<file path="config.mk">
export PLATFORM = sky130hd
export DESIGN_NAME = bdec_ram
export DESIGN_NICKNAME = d
export VERILOG_FILES = /design/src/rtl/core/bdec_ram.sv
export SDC_FILE = /design/constraint.sdc
export NUM_CORES = 1
export LEC_CHECK = 0
export BUFFER_PORTS_ARGS = -buffer_cell sky130_fd_sc_hd__buf_2
export CORE_ASPECT_RATIO = 1.1
export CORE_UTILIZATION = 47
export DETAILED_ROUTE_END_ITERATION = 7
export GPL_ROUTABILITY_DRIVEN = 0
export MAX_ROUTING_LAYER = met4
export REMOVE_ABC_BUFFERS = 1
export SKIP_LAST_GASP = 1
export SLEW_MARGIN = 20
export SYNTH_ARGS = -nofsm -noshare
export SYNTH_HDL_FRONTEND = slang
export SYNTH_SLANG_ARGS = --single-unit
</file>
<file path="constraint.sdc">
create_clock -name clock -period 4.5 [get_ports clock]
set_input_delay 0.45 -clock clock [delete_from_list [all_inputs] [get_ports clock]]
set_output_delay 0.45 -clock clock [all_outputs]
set_load 0.01 [all_outputs]
</file>
<file path="src/rtl/core/bdec_ram.sv">
// Generic single-port-write, single-port-read RAM with a registered read.
`default_nettype none
module bdec_ram #(
   parameter int WIDTH = 8,
   parameter int DEPTH = 16,
   parameter int ADDR_W = $clog2(DEPTH)
) (
   input  wire logic              clock,
   input  wire logic              wr_en,
   input  wire logic [ADDR_W-1:0] wr_addr,
   input  wire logic [WIDTH-1:0]  wr_data,
   input  wire logic [ADDR_W-1:0] rd_addr,
   output logic      [WIDTH-1:0]  rd_data
);
   logic [WIDTH-1:0] mem_ff [DEPTH];
   logic [WIDTH-1:0] rd_data_ff;

   always_ff @(posedge clock) begin
      if (wr_en) begin
         mem_ff[wr_addr] <= wr_data;
      end
      rd_data_ff <= mem_ff[rd_addr];
   end

   assign rd_data = rd_data_ff;
endmodule
`default_nettype wire

</file>
==> metrics.cfg <==
[drt]
routed_wire_length_per_instance_um = 23.3
drtAntennaViolNets = 0
drt_first_iter_violations = 136
number_of_vias_per_cell = 5.61
drc = 0
routed-via-count = 2362
iteration_count_of_the_initial_detailed_routing_pass = 5
finalWirelength_mm = 9.80

[power_and_ir_drop]
p_leak_uw = 0.00198
irDropWorstVdd_uv = 212
pwr_density_cell_nw_per_um2 = 482
post-layout-total-power_uw = 2880

[setup_path]
crit_required_ns = 4.78
worst-path-max-fanout = 32
worstSetupStartpointType = input pin
worst_setup_path_end_kind = register
path_class = in -> reg
cp_data_arrival_time_ns = 2.02

[grt]
total_routing_usage_reported_by_global_routing_pct = 19.8
number_of_global_route_vias_before_repair = 2477
globalRoute.totalOverflow = 0
grt_antenna_before_repair = 0
global_route_wire_length_before_repair_mm = 14.8
grt_start_max_net_pins = 33

[clock_network]
clock_buffers_created_by_tritoncts = 17
clk_pin_slew_ns = 0.06
cts_post_setup_buffers_inserted = 0
htree_num_levels = 4
tritoncts = yes
cts_root_buf = clkbuf_16
cts_buffer_depth = 2
tritoncts_num_sinks = 136
postcts_resize_cnt = 0
clock_insertion_delay_worst_skew_ns = 0.41
cts_hold_buffers = 0

[sta]
max_transition_margin_pct = 31.7
rsz0062_at_grt = false
maxClockFrequency_mhz = 577
fin_skew_ns = 0.00593
timing.final.setup_violations = 0
fin_crit_ns = 1.73
hold_violation_count_in_the_final_report = 0
final-max-slew-violation-count = 0
setup_tns_ns = 0
worst_slew_pin_slew_ns = 1.02
layout_worst_path_cycle_share_pct = 38.5

[floorplan]
start_util_pct = 48.8
ioPinCount = 26
dieArea_um2 = 11400
die_x_um = 102
floorplan.rows = 39
fp.coreArea_um2 = 10500
die_h_um = 112

[synthesis]
ys_top_cells_by_area = edfxtp_1 (75%), mux4_2 (7.9%), mux4_1 (7.1%)
syn_avg_cell_area_um2 = 22.5
proportion_of_synthesized_chip_area_in_sequential_cells_pct = 77.8
synth_enable_flop_cells = 128
postSynthRegisterBits = 136
post_synth_inst_count = 229
yosysMostFrequentCell = edfxtp_1
netlist.area_leader.share_pct = 74.7
ys_types = 19
syn_area_um2 = 5150
synthTopCellsByCount = edfxtp_1 (128), mux4_2 (18), a22oi_1 (16)
synth-main-ff-cell = edfxtp_1
post-synth-top-area-cell = edfxtp_1
async_reset_ff_share_pct = 0
ys.warnings.count = 0

[min_path]
min-delay-path-class = in -> reg

[cells_and_area]
insertedDiodeCount = 0
post_route_cells_drive_above_1_share_pct = 26.3
nFillCells = 819
final_nets = 283
area_delta_synth_final_pct = 15.9

[place]
place.port_buffers = 25
hpwlAfterDp_mm = 5.79

[run]
cap_viol_max_count = 0

[outcome]
status = finished clean

final cells by class:
| class | count | area [µm²] | share of cell area (%) |
|---|---|---|---|
| sequential | 136 | 4000 | 67.1 |
| multi-input combinational | 83 | 1070 | 18.0 |
| clock buffer | 19 | 433 | 7.26 |
| tap | 143 | 179 | 3.00 |
| timing repair buffer | 27 | 143 | 2.39 |
| clock inverter | 13 | 135 | 2.27 |
through the flow:
step | hold WS [ns] | setup WS [ns] | instance area, µm² | util, % | instances
finish | 0.425 | 2.77 | 5970 | 56.6 | 421
global route | 0.427 | 2.66 | 5970 | 56.6 | 421
CTS | 0.412 | 2.39 | 5960 | 56.6 | 421
detailed placement | 0.665 | 2.01 | 5400 | 51.2 | 389
global placement | 0.656 | 1.79 | 5380 | 51.1 | 388
floorplan | 0.549 | 2.56 | 5060 | - | 219
kinds of logic (layout without fill, tap and decap cells):
logic type,count (synthesis),in the layout,share of synthesized area [%]
simple gates,35,35,3.18
compound gates,16,16,2.33
flops,136,136,77.8
mux,32,32,15.0
buf+inv,10,59,1.68
flip-flops by register name (all words and copies together) (netlist names):
signal	cells
mem_ff	128
rd_data	8
report_power, final:
part,switching (µW),internal (µW)
clock,468,854
sequential,9.65,1420
combinational,75.7,50.9
total,554,2320
layer usage:
metal,vias to the layer above,share of wire (%),GRT usage (%)
met4,0,1.6,7.54
met3,11,4.4,5.15
met5,-,0,-
li1,1045,-,-
met2,75,50,29.1
met1,1231,44,26.8
cell usage in the layout (no fill, tap or decap), drive strengths merged:
cell type / instances
edfxtp: 128
mux4: 32
buf: 27
clkbuf: 19
a22oi: 16
nor2: 13
nand2: 9
clkinv: 9
dfxtp: 8
nor3: 4
bufinv: 3
nand3b: 2
nand2b: 2
nor2b: 1
and2: 1
and2b: 1
nand3: 1
or3b: 1
clkinvlp: 1
critical path: stages:
cell and delay [ns]:
buf_4 0.48, mux4_1 0.63, a22oi_1 0.31, nand2_1 0.11
worst paths after layout:
kind                 startpoint  cells past startpoint           end  slack (ns)
hold reg to reg   mem_ff[13][6]                      3    rd_data[6]        0.67
setup / recovery     rd_addr[0]                      4    rd_data[2]        2.77
setup reg to reg   mem_ff[1][2]                      3    rd_data[2]        3.11
hold / removal       wr_data[4]                      1  mem_ff[8][4]        0.43
No activity file was read; power rests on OpenSTA's default activity.
